===== src/hdl/rvwap_pkg.sv =====
// Package for the rolling volume-weighted average price block.
// Holds field widths, operation codes, the sequencer states and the divider status type.
// Depends on nothing; every other file imports it.
`timescale 1ns / 1ps

package rvwap_pkg;

    localparam int WINDOW_MAX_DEF = 256;
    localparam int PRICE_BITS_DEF = 24;

    localparam int OP_W         = 1;
    localparam int FILL_PRICE_W = 24;
    localparam int FILL_QTY_W   = 16;
    localparam int MID_W        = 32;
    localparam int AVG_W        = 32;
    localparam int CNT_W        = 9;
    localparam int FRAC_BITS    = 8;

    localparam int IN_DATA_W  = 72;
    localparam int OUT_DATA_W = 48;

    localparam logic [CNT_W-1:0] WINDOW_RESET = 9'd256;

    localparam logic [OP_W-1:0] OP_FILL  = 1'b0;
    localparam logic [OP_W-1:0] OP_QUERY = 1'b1;

    typedef enum logic [2:0]
    {
        S_IDLE,
        S_READ,
        S_UPDATE,
        S_CHECK,
        S_DIV,
        S_DONE
    } vwap_state_t;

    typedef struct packed
    {
        logic busy;
        logic done;
    } div_stat_t;

endpackage


===== src/hdl/rvwap_div.sv =====
// Restoring divider producing a 32-bit quotient, one bit per cycle.
// The caller supplies a partial remainder already below the divisor.
// Depends on rvwap_pkg.
`timescale 1ns / 1ps

module rvwap_div
    import rvwap_pkg::*;
#(
    parameter int REM_W = FILL_QTY_W + CNT_W
)
(
    input  logic             clk,
    input  logic             rst_n,
    input  logic             start,
    input  logic [REM_W-1:0] rem_init,
    input  logic [AVG_W-1:0] low_init,
    input  logic [REM_W-1:0] divisor,
    output logic [AVG_W-1:0] quotient,
    output div_stat_t        stat
);

    localparam int STEP_W = $clog2(AVG_W);

    logic [REM_W-1:0]  rem_reg;
    logic [REM_W-1:0]  rem_next;
    logic [AVG_W-1:0]  quo_reg;
    logic [AVG_W-1:0]  quo_next;
    logic [STEP_W-1:0] step_reg;
    logic [STEP_W-1:0] step_next;
    logic              busy_reg;
    logic              busy_next;
    logic [REM_W:0]    trial;
    logic              last_step;

    assign trial     = {rem_reg, quo_reg[AVG_W-1]};
    assign last_step = busy_reg && (step_reg == STEP_W'(AVG_W - 1));

    always_comb
    begin
        rem_next  = rem_reg;
        quo_next  = quo_reg;
        step_next = step_reg;
        busy_next = busy_reg;
        if (start)
        begin
            rem_next  = rem_init;
            quo_next  = low_init;
            step_next = '0;
            busy_next = 1'b1;
        end
        else if (busy_reg)
        begin
            if (trial >= {1'b0, divisor})
            begin
                rem_next = REM_W'(trial - {1'b0, divisor});
                quo_next = {quo_reg[AVG_W-2:0], 1'b1};
            end
            else
            begin
                rem_next = REM_W'(trial);
                quo_next = {quo_reg[AVG_W-2:0], 1'b0};
            end
            step_next = step_reg + 1'b1;
            busy_next = !last_step;
        end
    end

    always_ff @(posedge clk or negedge rst_n)
    begin
        if (!rst_n)
        begin
            busy_reg <= 1'b0;
            step_reg <= '0;
        end
        else
        begin
            busy_reg <= busy_next;
            step_reg <= step_next;
        end
    end

    always_ff @(posedge clk)
    begin
        rem_reg <= rem_next;
        quo_reg <= quo_next;
    end

    assign quotient  = quo_reg;
    assign stat.busy = busy_reg;
    assign stat.done = last_step;

endmodule


===== config.mk =====
export PLATFORM = sky130hd
export DESIGN_NAME = rvwap_div
export DESIGN_NICKNAME = d
export VERILOG_FILES = /design/src/hdl/rvwap_pkg.sv /design/src/hdl/rvwap_div.sv
export SDC_FILE = /design/constraint.sdc
export NUM_CORES = 1
export LEC_CHECK = 0
export BUFFER_PORTS_ARGS = -buffer_cell sky130_fd_sc_hd__buf_2
export CAP_MARGIN = 30
export CELL_PAD_IN_SITES_DETAIL_PLACEMENT = 0
export CELL_PAD_IN_SITES_GLOBAL_PLACEMENT = 1
export CORE_UTILIZATION = 40
export CTS_BUF_LIST = sky130_fd_sc_hd__clkbuf_16
export DETAILED_ROUTE_END_ITERATION = 8
export PLACE_DENSITY_LB_ADDON = 0.08
export SLEW_MARGIN = 5
export SYNTH_ARGS = -nofsm -noshare
export SYNTH_HDL_FRONTEND = slang
export SYNTH_SLANG_ARGS = --single-unit
export TNS_END_PERCENT = 20

===== constraint.sdc =====
create_clock -name clk -period 3.2 [get_ports clk]
set_input_delay 0.48 -clock clk [delete_from_list [all_inputs] [get_ports clk]]
set_output_delay 0.48 -clock clk [all_outputs]
set_load 0.01 [all_outputs]

==> reports/metrics.cfg, run 1 <==
[power_and_ir_drop]
power_density_nw_per_um2 = 829
internal_power_mw = 2.78
swShare_pct = 37.4
pwr-share-comb_pct = 48.9
pwr-share-clk_pct = 22.0
ir_drop_uv = 307
p_switching_mw = 1.66
power.share.sequential_pct = 29.1
power_mw = 4.44
p_leak_nw = 2.48

[worst_setup_path]
cp-end-kind = flop
reg2reg_slack_ns = 0.20
rr_startpoint = quotient[31]
crit_top_cell = inv_1
crit_path_cell_trace = inv_1 > ha_1 > inv_1 > fa_1 > a211oi_2 > o21ai_2 > nand4_1 > a31oi_2 > nor3_2 > o211a_1 > nor2_1 > a221o_1
ff2ff_path_depth = 12
crit_family = compound AO/OA/AOI/OAI gates
path_max_fanout = 5
cp-start-kind = flop
arrival_ns = 3.07
cpPeakStageDelay_ns = 0.42
slowest_stage = fa_1
path_buf_inv = 2
crit_type = flop to flop
worstReg2RegEnd = rem_reg[22]
critPathRequiredTime_ns = 3.27

[route]
detail-route-antenna-nets = 0
dr.pass1.iters = 4
vias_per_cell = 5.13
drt-initial-drc-count = 135
wl_per_cell_um = 14.8
drcViolationCount = 0
drt-total-wl_mm = 10.1
vias = 3506

[final_layout]
layout-drive-gt1-share_pct = 33.2
seqCellArea_um2 = 1860
final-instance-count-excl-fill = 684
fillCellCount = 1015
area_growth_pct = 24.9
largest_reg_flops = 32
diodes = 0
nNetsFinal = 656
multi_input_area_um2 = 2200
design_area_um2 = 5350

[sta]
min_period_ns = 3.00
finClkSkew_ns = 0.00806
rsz0062_at_grt = false
final_hold_viol_count = 0
tightest_slew_ns = 0.582
finalSetupViolCount = 0
final_max_slew_viol_count = 0
layout_setup_ws_ns = 0.199
relSlewSlack_pct = 61.1
fmax_mhz = 333
fin_tns_setup_ns = 0
finalCritPeriodShare_pct = 93.8

[synth]
syn_area_per_cell_um2 = 10.2
ys_ff_latch = 63
synth_top_family_by_area = compound AO/OA/AOI/OAI gates
yosysWarnings = 0
synth_mux_area_share_pct = 12.9
synth_cells = 422
ys.flop_type = edfxtp_1
synth_adder_area_share_pct = 8.35
synthXorXnorAreaFrac_pct = 4.50
seq_area_frac_synth_pct = 43.5
ys_types = 47
synth_edf_count = 57
yosys.area_share.simple_pct = 11.4
syn-cell-area_um2 = 4280
synth_compound_area_share_pct = 14.0
syn_nets = 535
ys_async_sr_fraction_pct = 9.52

[floorplanning]
die_h_um = 105
rows = 37
initial_core_util_pct = 41.3
die_w_um = 105
core_area_um2 = 10400
dieArea_um2 = 11100
pin_count = 119

[job]
cap_violations = 0

[global_route]
grt_pass1_wl_mm = 16.7
grt_max_degree = 51
track_usage_pct = 19.2
grt_pass1_vias = 3535
antenna_found_initial = 0
overflow = 0

[placed_design]
place.gp.congestion = 0.850
dp_hpwl_mm = 7.50
dp.cells = 667
post-place-ws_ns = 0.0466
io_buffers = 118
post_dp_cell_area_um2 = 5050

[clocking]
clk_pin_slew_ns = 0.06
htreeDepth = 3
cts_root_buf = clkbuf_16
insertion_delay_ns = 0.33
numCtsBuffers = 9
cts_tree = done
cts_setup_buffers = 0
cts_buffer_depth = 2
cts_sinks = 63

[hold_path]
hold_path_startpoint = rem_init[2]
min_path_type = input port to flop
whs_endpoint = rem_reg[2]
min_path_cells = 3

[outcome]
status = completed

cell usage in the layout (no fill, tap or decap), drive strengths merged, types with 3 or more instances in the layout:
master     n
a2bb2oi    3
a31oi      7
inv       39
a21o       3
mux2      33
nor2b      3
xnor2     17
xor2       5
a211oi     3
nand2     24
nor3      12
ha        27
and3       8
clkbuf     9
nand3     12
edfxtp    57
mux2i     18
nand4      6
a21oi     38
nor2      36
o21a       5
clkinv     3
a221o      3
o21bai     5
buf      129
dfrtp      6
o21ai     18
final cells by class:
class                           count  share of cell area (%)
Tap cell                          136                    3.18
Inverter                           36                    2.52
Sequential cell                    63                    34.8
Timing Repair Buffer              130                    13.0
Multi-Input combinational cell    303                    41.1
Clock inverter                      7                    1.22
Clock buffer                        9                    4.21
kinds of logic (layout without fill, tap and decap cells):
logic type	count (synthesis)	count (layout)
fa+ha+maj	28	28
flops	63	63
xor+xnor	22	22
mux	51	51
buf+inv	56	182
simple gates	107	107
compound gates	95	95
layer usage:
metal	track usage [%]	up-vias	part of all wire, %
li1	-	1776	-
met1	25.0	1644	48
met2	31.6	78	48
met3	4.45	8	4.1
met4	5.85	0	0.81
met5	0	-	0
cells in the mapped netlist, drive strengths merged, types with 5 or more instances:
| master | instances | area share (%) |
|---|---|---|
| clkbuf | 11 | 0.96 |
| dfrtp | 6 | 3.5 |
| xnor2 | 17 | 3.5 |
| ha | 27 | 7.9 |
| nand3 | 12 | 1.4 |
| a31oi | 7 | 1.2 |
| a21oi | 38 | 4.4 |
| edfxtp | 57 | 40 |
| inv | 36 | 3.2 |
| nand4 | 6 | 0.88 |
| o21a | 5 | 0.88 |
| buf | 9 | 1.3 |
| and3 | 8 | 1.2 |
| xor2 | 5 | 1.0 |
| o21bai | 5 | 0.88 |
| nor3 | 12 | 1.4 |
| mux2 | 33 | 8.7 |
| mux2i | 18 | 4.2 |
| nor2 | 36 | 3.2 |
| o21ai | 18 | 2.2 |
| nand2 | 24 | 2.1 |
per-stage QoR:
step / utilization [%] / hold WS (ns)
floorplan: - / 0.184
global placement: 48.7 / 0.311
detailed placement: 48.7 / 0.311
CTS: 51.6 / 0.437
global route: 51.6 / 0.436
finish: 51.6 / 0.440
worst register-to-register path: cells and delay by family, from the launching register on:
family / cells / cell delay, ns
flip-flops: 1 / 0.38
buffers and inverters: 2 / 0.15
adder cells (fa/ha/maj): 2 / 0.59
AO/OA/AOI/OAI: 5 / 1.14
AND/OR/NAND/NOR: 3 / 0.47
worst max path at each step:
stage | from | to | slack, ns | cells after the start
after floorplan | quotient[31] | rem_reg[22] | 0.26 | 13
after global placement | divisor[0] | rem_reg[22] | 0.11 | 12
after detailed placement | divisor[0] | rem_reg[22] | 0.05 | 12
after CTS | quotient[31] | rem_reg[22] | 0.14 | 12
after global routing | quotient[31] | rem_reg[22] | 0.008 | 12
final | quotient[31] | rem_reg[22] | 0.20 | 12
power by group through the flow:
stage | Combinational (mW) | Sequential [mW] | Clock (mW)
final | 2.17 | 1.29 | 0.977
after global routing | 2.42 | 1.32 | 1.04
after CTS | 2.18 | 1.29 | 0.994
after detailed placement | 2.16 | 1.31 | 0
after global placement | 2.15 | 1.30 | 0
after floorplan | 1.63 | 1.29 | 0
repair_timing:
action,CTS,global route
gates resized for setup,0,1
hold buffers,1,0
setup endpoints to repair,0,12
hold endpoints to repair,6,0
No activity file was read; power rests on OpenSTA's default activity.
==> run 2: changes to the inputs <==
--- a/config.mk
+++ b/config.mk
@@ -5,11 +5,12 @@
 export SDC_FILE = /design/constraint.sdc
 export NUM_CORES = 1
 export LEC_CHECK = 0
+export ABC_AREA = 1
 export BUFFER_PORTS_ARGS = -buffer_cell sky130_fd_sc_hd__buf_2
 export CAP_MARGIN = 30
 export CELL_PAD_IN_SITES_DETAIL_PLACEMENT = 0
 export CELL_PAD_IN_SITES_GLOBAL_PLACEMENT = 1
-export CORE_UTILIZATION = 40
+export CORE_UTILIZATION = 38
 export CTS_BUF_LIST = sky130_fd_sc_hd__clkbuf_16
 export DETAILED_ROUTE_END_ITERATION = 8
 export PLACE_DENSITY_LB_ADDON = 0.08
==> run 2 against run 1 <==
Critical endpoint is now rem_reg[21]; register-to-register slack better by 0.45 ns; clock skew increased by 0.0013 ns; non-clock buffer count shrank 5; count of clock-buffer cells in the layout increased by 1; combinational power rose by 12%; wire length rose by 46%.
==> reports/metrics.cfg, run 2 <==
[outcome]
status = completed

[clocking]
clk_pin_slew_ns = 0.06
cts_tree = done
cts_buffer_depth = 2
cts_root_buf = clkbuf_16
cts_sinks = 63
insertion_delay_ns = 0.33
numCtsBuffers = 9
htreeDepth = 3

[final_layout]
nNetsFinal = 1006
diodes = 0
layout_common_cells = nand2_1, inv_1, buf_2
design_area_um2 = 6200
area_growth_pct = 20.2
layout-drive-gt1-share_pct = 16.8
final_core_util_pct = 46.8
final_common_cell = nand2_1
largest_reg_flops = 32

[synth]
yosysTopAreaCell = edfxtp_1
syn-cell-area_um2 = 5150
ys_ff_latch = 63
yosysMostFrequentCell = nand2_1
ys_async_sr_fraction_pct = 9.52
synth_edf_count = 57
synth_commonest_cells = nand2_1, inv_1, edfxtp_1
seq_area_frac_synth_pct = 36.1
syn_nets = 893
synth_top_cell_area_share_pct = 33.2
ys.flop_type = edfxtp_1
synthTopCellsByArea = edfxtp_1, nand2_1, inv_1
synth_cells = 780
ys_types = 31
yosysWarnings = 0
syn_area_per_cell_um2 = 6.61

[power_and_ir_drop]
p_leak_nw = 3.60
power_density_nw_per_um2 = 747
ir_drop_uv = 264
power_mw = 4.63

[placed_design]
io_buffers = 118
place.gp.congestion = 0.866
post_dp_cell_area_um2 = 5910
dp_hpwl_mm = 11.3

[worst_setup_path]
path_max_fanout = 26
crit_type = flop to flop
critPathRequiredTime_ns = 3.29
cp-end-kind = flop
arrival_ns = 2.64
cp-start-kind = flop

[global_route]
antenna_found_initial = 1
overflow = 0
track_usage_pct = 22.2
grt_max_degree = 65
grt_pass1_vias = 4952
grt_pass1_wl_mm = 24.5

[floorplanning]
die_h_um = 118
die_w_um = 118
rows = 42
initial_core_util_pct = 38.9
core_area_um2 = 13200
dieArea_um2 = 14000
pin_count = 119

[sta]
final_hold_viol_count = 0
min_period_ns = 2.55
relSlewSlack_pct = 46.1
finClkSkew_ns = 0.00938
fmax_mhz = 392
tightest_slew_ns = 0.806
finalSetupViolCount = 0
final_max_slew_viol_count = 0
fin_tns_setup_ns = 0
finalCritPeriodShare_pct = 79.8
rsz0062_at_grt = false

[route]
wl_per_cell_um = 13.8
drcViolationCount = 0
vias = 4959
drt-initial-drc-count = 268
vias_per_cell = 4.62
detail-route-antenna-nets = 0
drt-total-wl_mm = 14.8
dr.pass1.iters = 4

[job]
cap_violations = 0

[hold_path]
min_path_type = input port to flop

[run 2: changes by cell type in the layout (fill, tap and decap cells not counted), moves of 8 or more]
cell and delta:
nand2_1 +337, inv_1 +108, nand3_1 +34, mux2_2 -33, nand4_1 +26, a21oi_1 -23, mux2i_1 -18, nor3_1 -9
o21ai_0 -9, and3_1 -8
[run 2: path summary, 6_finish.rpt]
| kind | startpoint | end | slack (ns) | cells after the start |
|---|---|---|---|---|
| worst max-delay path | rem_reg[14] | rem_reg[21] | 0.65 | 10 |
| worst min-delay path | low_init[19] | quotient[19] | 0.42 | 3 |
| worst max register to register | rem_reg[14] | rem_reg[21] | 0.65 | 10 |
| worst min register to register | step_reg[3] | step_reg[3] | 0.48 | 1 |
| max in group asynchronous | rst_n | step_reg[3] | 2.55 | 2 |
| min in group asynchronous | rst_n | step_reg[1] | 0.50 | 2 |
[run 2: cells by family (layout without fill, tap and decap cells)]
kind of cell,Yosys count,count (layout),synth area share (%)
simple gates,486,486,39.5
buf+inv,168,286,12.8
flops,63,63,36.1
fa+ha+maj,28,28,6.94
compound gates,23,23,2.55
xor+xnor,12,12,2.04
[run 2: per-stage QoR]
step / std cells / setup WS [ns] / hold WS [ns]
after global routing: 1074 / 0.428 / 0.410
after CTS: 1074 / 0.640 / 0.407
final: 1074 / 0.647 / 0.419
after global placement: 1057 / 0.582 / 0.308
after detailed placement: 1057 / 0.552 / 0.312
after floorplan: 780 / 0.777 / 0.184
[run 2: repair_timing]
item                                   CTS  global route
endpoints found under the hold margin    6             0
hold buffers                             1             0
gates resized for setup                  0             0
buffers inserted                         0             0
[run 2: layout make-up]
cell class / count / area, µm²
multi-input cells: 549 / 2630
flip-flops and latches: 63 / 1860
well taps: 176 / 220
clock inverters: 6 / 28.8
clock buffers: 10 / 250
fillers: 1408 / 7050
repair buffers: 125 / 658
inverters: 145 / 544
[run 2: per-layer routing]
metal | vias to the layer above | share of wire (%) | GRT usage [%]
li1 | 2643 | - | -
met4 | 0 | 1.5 | 6.49
met2 | 127 | 45 | 35.7
met3 | 11 | 6.0 | 5.12
met5 | - | 0 | 0
met1 | 2178 | 47 | 29.8
[run 2: worst max-delay path: stages, from the launching register on]
cell and delay, ns:
edfxtp_1 0.45, ha_1 0.40, nand2_1 0.14, nor2_1 0.23
nand2_1 0.10, nor2_1 0.15, nand2_2 0.17, nand3_4 0.32
nand3_1 0.18, nand2_1 0.10, nand2_1 0.05
[run 2: power by group]
part / total, mW / internal (mW) / switching [mW] / leakage [nW]
clock network: 0.929 / 0.560 / 0.369 / 0.147
registers: 1.26 / 1.14 / 0.123 / 0.697
logic: 2.44 / 0.856 / 1.58 / 2.76
==> run 3: changes to the inputs <==
--- a/config.mk
+++ b/config.mk
@@ -10,7 +10,7 @@
 export CAP_MARGIN = 30
 export CELL_PAD_IN_SITES_DETAIL_PLACEMENT = 0
 export CELL_PAD_IN_SITES_GLOBAL_PLACEMENT = 1
-export CORE_UTILIZATION = 38
+export CORE_UTILIZATION = 35
 export CTS_BUF_LIST = sky130_fd_sc_hd__clkbuf_16
 export DETAILED_ROUTE_END_ITERATION = 8
 export PLACE_DENSITY_LB_ADDON = 0.08
==> constraint.sdc (replaced) <==
create_clock -name clk -period 2.2 [get_ports clk]
set_input_delay 0.33 -clock clk [delete_from_list [all_inputs] [get_ports clk]]
set_output_delay 0.33 -clock clk [all_outputs]
set_load 0.01 [all_outputs]
==> run 3 against run 2 <==
Wire length up 7.2%; critical path type unchanged; critical endpoint is now rem_reg[19]; first-iteration DRC count down 3.4%; largest power group unchanged; utilization up 4.6 points; global-route usage down 0.069 points.
==> reports/metrics.cfg, run 3 (synthesis results as in run 2) <==
[global_route]
antenna_found_initial = 1
overflow = 0
grt_pass1_wl_mm = 25.5
track_usage_pct = 22.1
grt_max_degree = 58
grt_pass1_vias = 5302

[floorplanning]
rows = 43
core_area_um2 = 14100
initial_core_util_pct = 36.6
die_w_um = 123
pin_count = 119
die_h_um = 123
dieArea_um2 = 15200

[clocking]
cts_root_buf = clkbuf_16
numCtsBuffers = 9
insertion_delay_ns = 0.34
cts_buffer_depth = 2
cts_sinks = 63
cts_tree = done
htreeDepth = 3
clk_pin_slew_ns = 0.06

[outcome]
status = completed

[final_layout]
fillCellCount = 1487
diodes = 0
final_common_cell = nand2_1
nNetsFinal = 1071
area_growth_pct = 40.6
design_area_um2 = 7250
layout-drive-gt1-share_pct = 31.2
final_core_util_pct = 51.4
largest_reg_flops = 32
layout_common_cells = nand2_1, inv_1, buf_2
multi_input_area_um2 = 3110
seqCellArea_um2 = 1860

[worst_setup_path]
crit_type = flop to flop
cp-end-kind = flop
cp-start-kind = flop
path_max_fanout = 3
critPathRequiredTime_ns = 2.29
arrival_ns = 2.25

[hold_path]
min_path_type = input port to flop

[power_and_ir_drop]
power_density_nw_per_um2 = 1160
power_mw = 8.37
ir_drop_uv = 454
p_leak_nw = 4.00

[sta]
final_max_slew_viol_count = 0
relSlewSlack_pct = 58.5
fmax_mhz = 461
final_hold_viol_count = 0
tightest_slew_ns = 0.623
finalSetupViolCount = 0
finClkSkew_ns = 0.00764
finalCritPeriodShare_pct = 98.5
rsz0062_at_grt = true
min_period_ns = 2.17

[route]
dr.pass1.iters = 5
vias = 5404
detail-route-antenna-nets = 0
drcViolationCount = 0
vias_per_cell = 4.73
wl_per_cell_um = 13.9
drt-initial-drc-count = 259
drt-total-wl_mm = 15.9

[placed_design]
post_dp_cell_area_um2 = 6290
dp_hpwl_mm = 12.0
io_buffers = 118
place.gp.congestion = 0.873

[job]
cap_violations = 0

==> run 3: changes by cell type in the layout (fill, tap and decap cells not counted), moves of 5 or more <==
cell and delta:
buf_4 +58, nand2_1 -36, nand2_2 +30, ha_1 -20, ha_4 +20, nor2_1 -14
nor2_2 +9, nand3_1 -8, nand3_2 +8, nand2_4 +6, inv_1 -5, nor2_4 +5
==> run 3: metal layers <==
metal / global-route usage [%] / routed length, µm
met5: 0 / 0
met4: 7.15 / 204
met3: 4.89 / 1030
met2: 36.4 / 7270
met1: 28.7 / 7390
==> run 3: critical path: stages (launching register included) <==
cell and delay (ns):
edfxtp_1 0.49, ha_4 0.35, buf_4 0.13, nand2_2 0.06, inv_1 0.07, nand2_1 0.06
nor2_2 0.16, nand3b_1 0.17, nand3_1 0.11, nand2_1 0.06, nand2_2 0.08, nand2_2 0.06
nand3_2 0.06, nand2_1 0.06
==> run 3: layout make-up <==
| type | count | share of cell area [%] |
|---|---|---|
| Clock inverter | 6 | 0.397 |
| Tap cell | 180 | 3.11 |
| Timing Repair Buffer | 190 | 16.9 |
| Sequential cell | 63 | 25.7 |
| Clock buffer | 10 | 3.45 |
| Inverter | 145 | 7.51 |
| Multi-Input combinational cell | 549 | 42.9 |
==> run 3: through the flow <==
stage / worst slack (ns) / TNS (ns) / std cells / hold slack [ns]
after global routing: -0.0692 / -1.11 / 1143 / 0.255
after detailed placement: -0.125 / -1.94 / 1108 / 0.163
after floorplan: 0.0468 / 0 / 780 / 0.0344
after global placement: -0.120 / -2.19 / 1108 / 0.157
final: 0.0325 / 0 / 1143 / 0.257
after CTS: -0.00174 / -0.00174 / 1137 / 0.247
==> run 3: worst paths after layout <==
| kind | cells past startpoint | start | end | slack, ns |
|---|---|---|---|---|
| max | 13 | rem_reg[14] | rem_reg[19] | 0.03 |
| min | 3 | low_init[31] | quotient[31] | 0.26 |
| max reg2reg | 13 | rem_reg[14] | rem_reg[19] | 0.03 |
| min reg2reg | 1 | step_reg[3] | step_reg[3] | 0.48 |
| max in group asynchronous | 2 | rst_n | busy_reg | 1.72 |
| min in group asynchronous | 2 | rst_n | step_reg[1] | 0.34 |
==> run 3: timing repair <==
action	in CTS	in global routing
endpoints found under the hold margin	6	0
gates cloned	1	0
buffers inserted	11	6
hold buffers	1	0
gates resized for setup	28	76
pin swaps	9	35
setup endpoints to repair	25	26
==> run 3: report_power, final <==
part | internal, mW | leakage, nW | switching (mW)
logic | 2.34 | 3.16 | 2.76
clock network | 0.814 | 0.143 | 0.537
registers | 1.66 | 0.697 | 0.257
total | 4.82 | 4.00 | 3.55
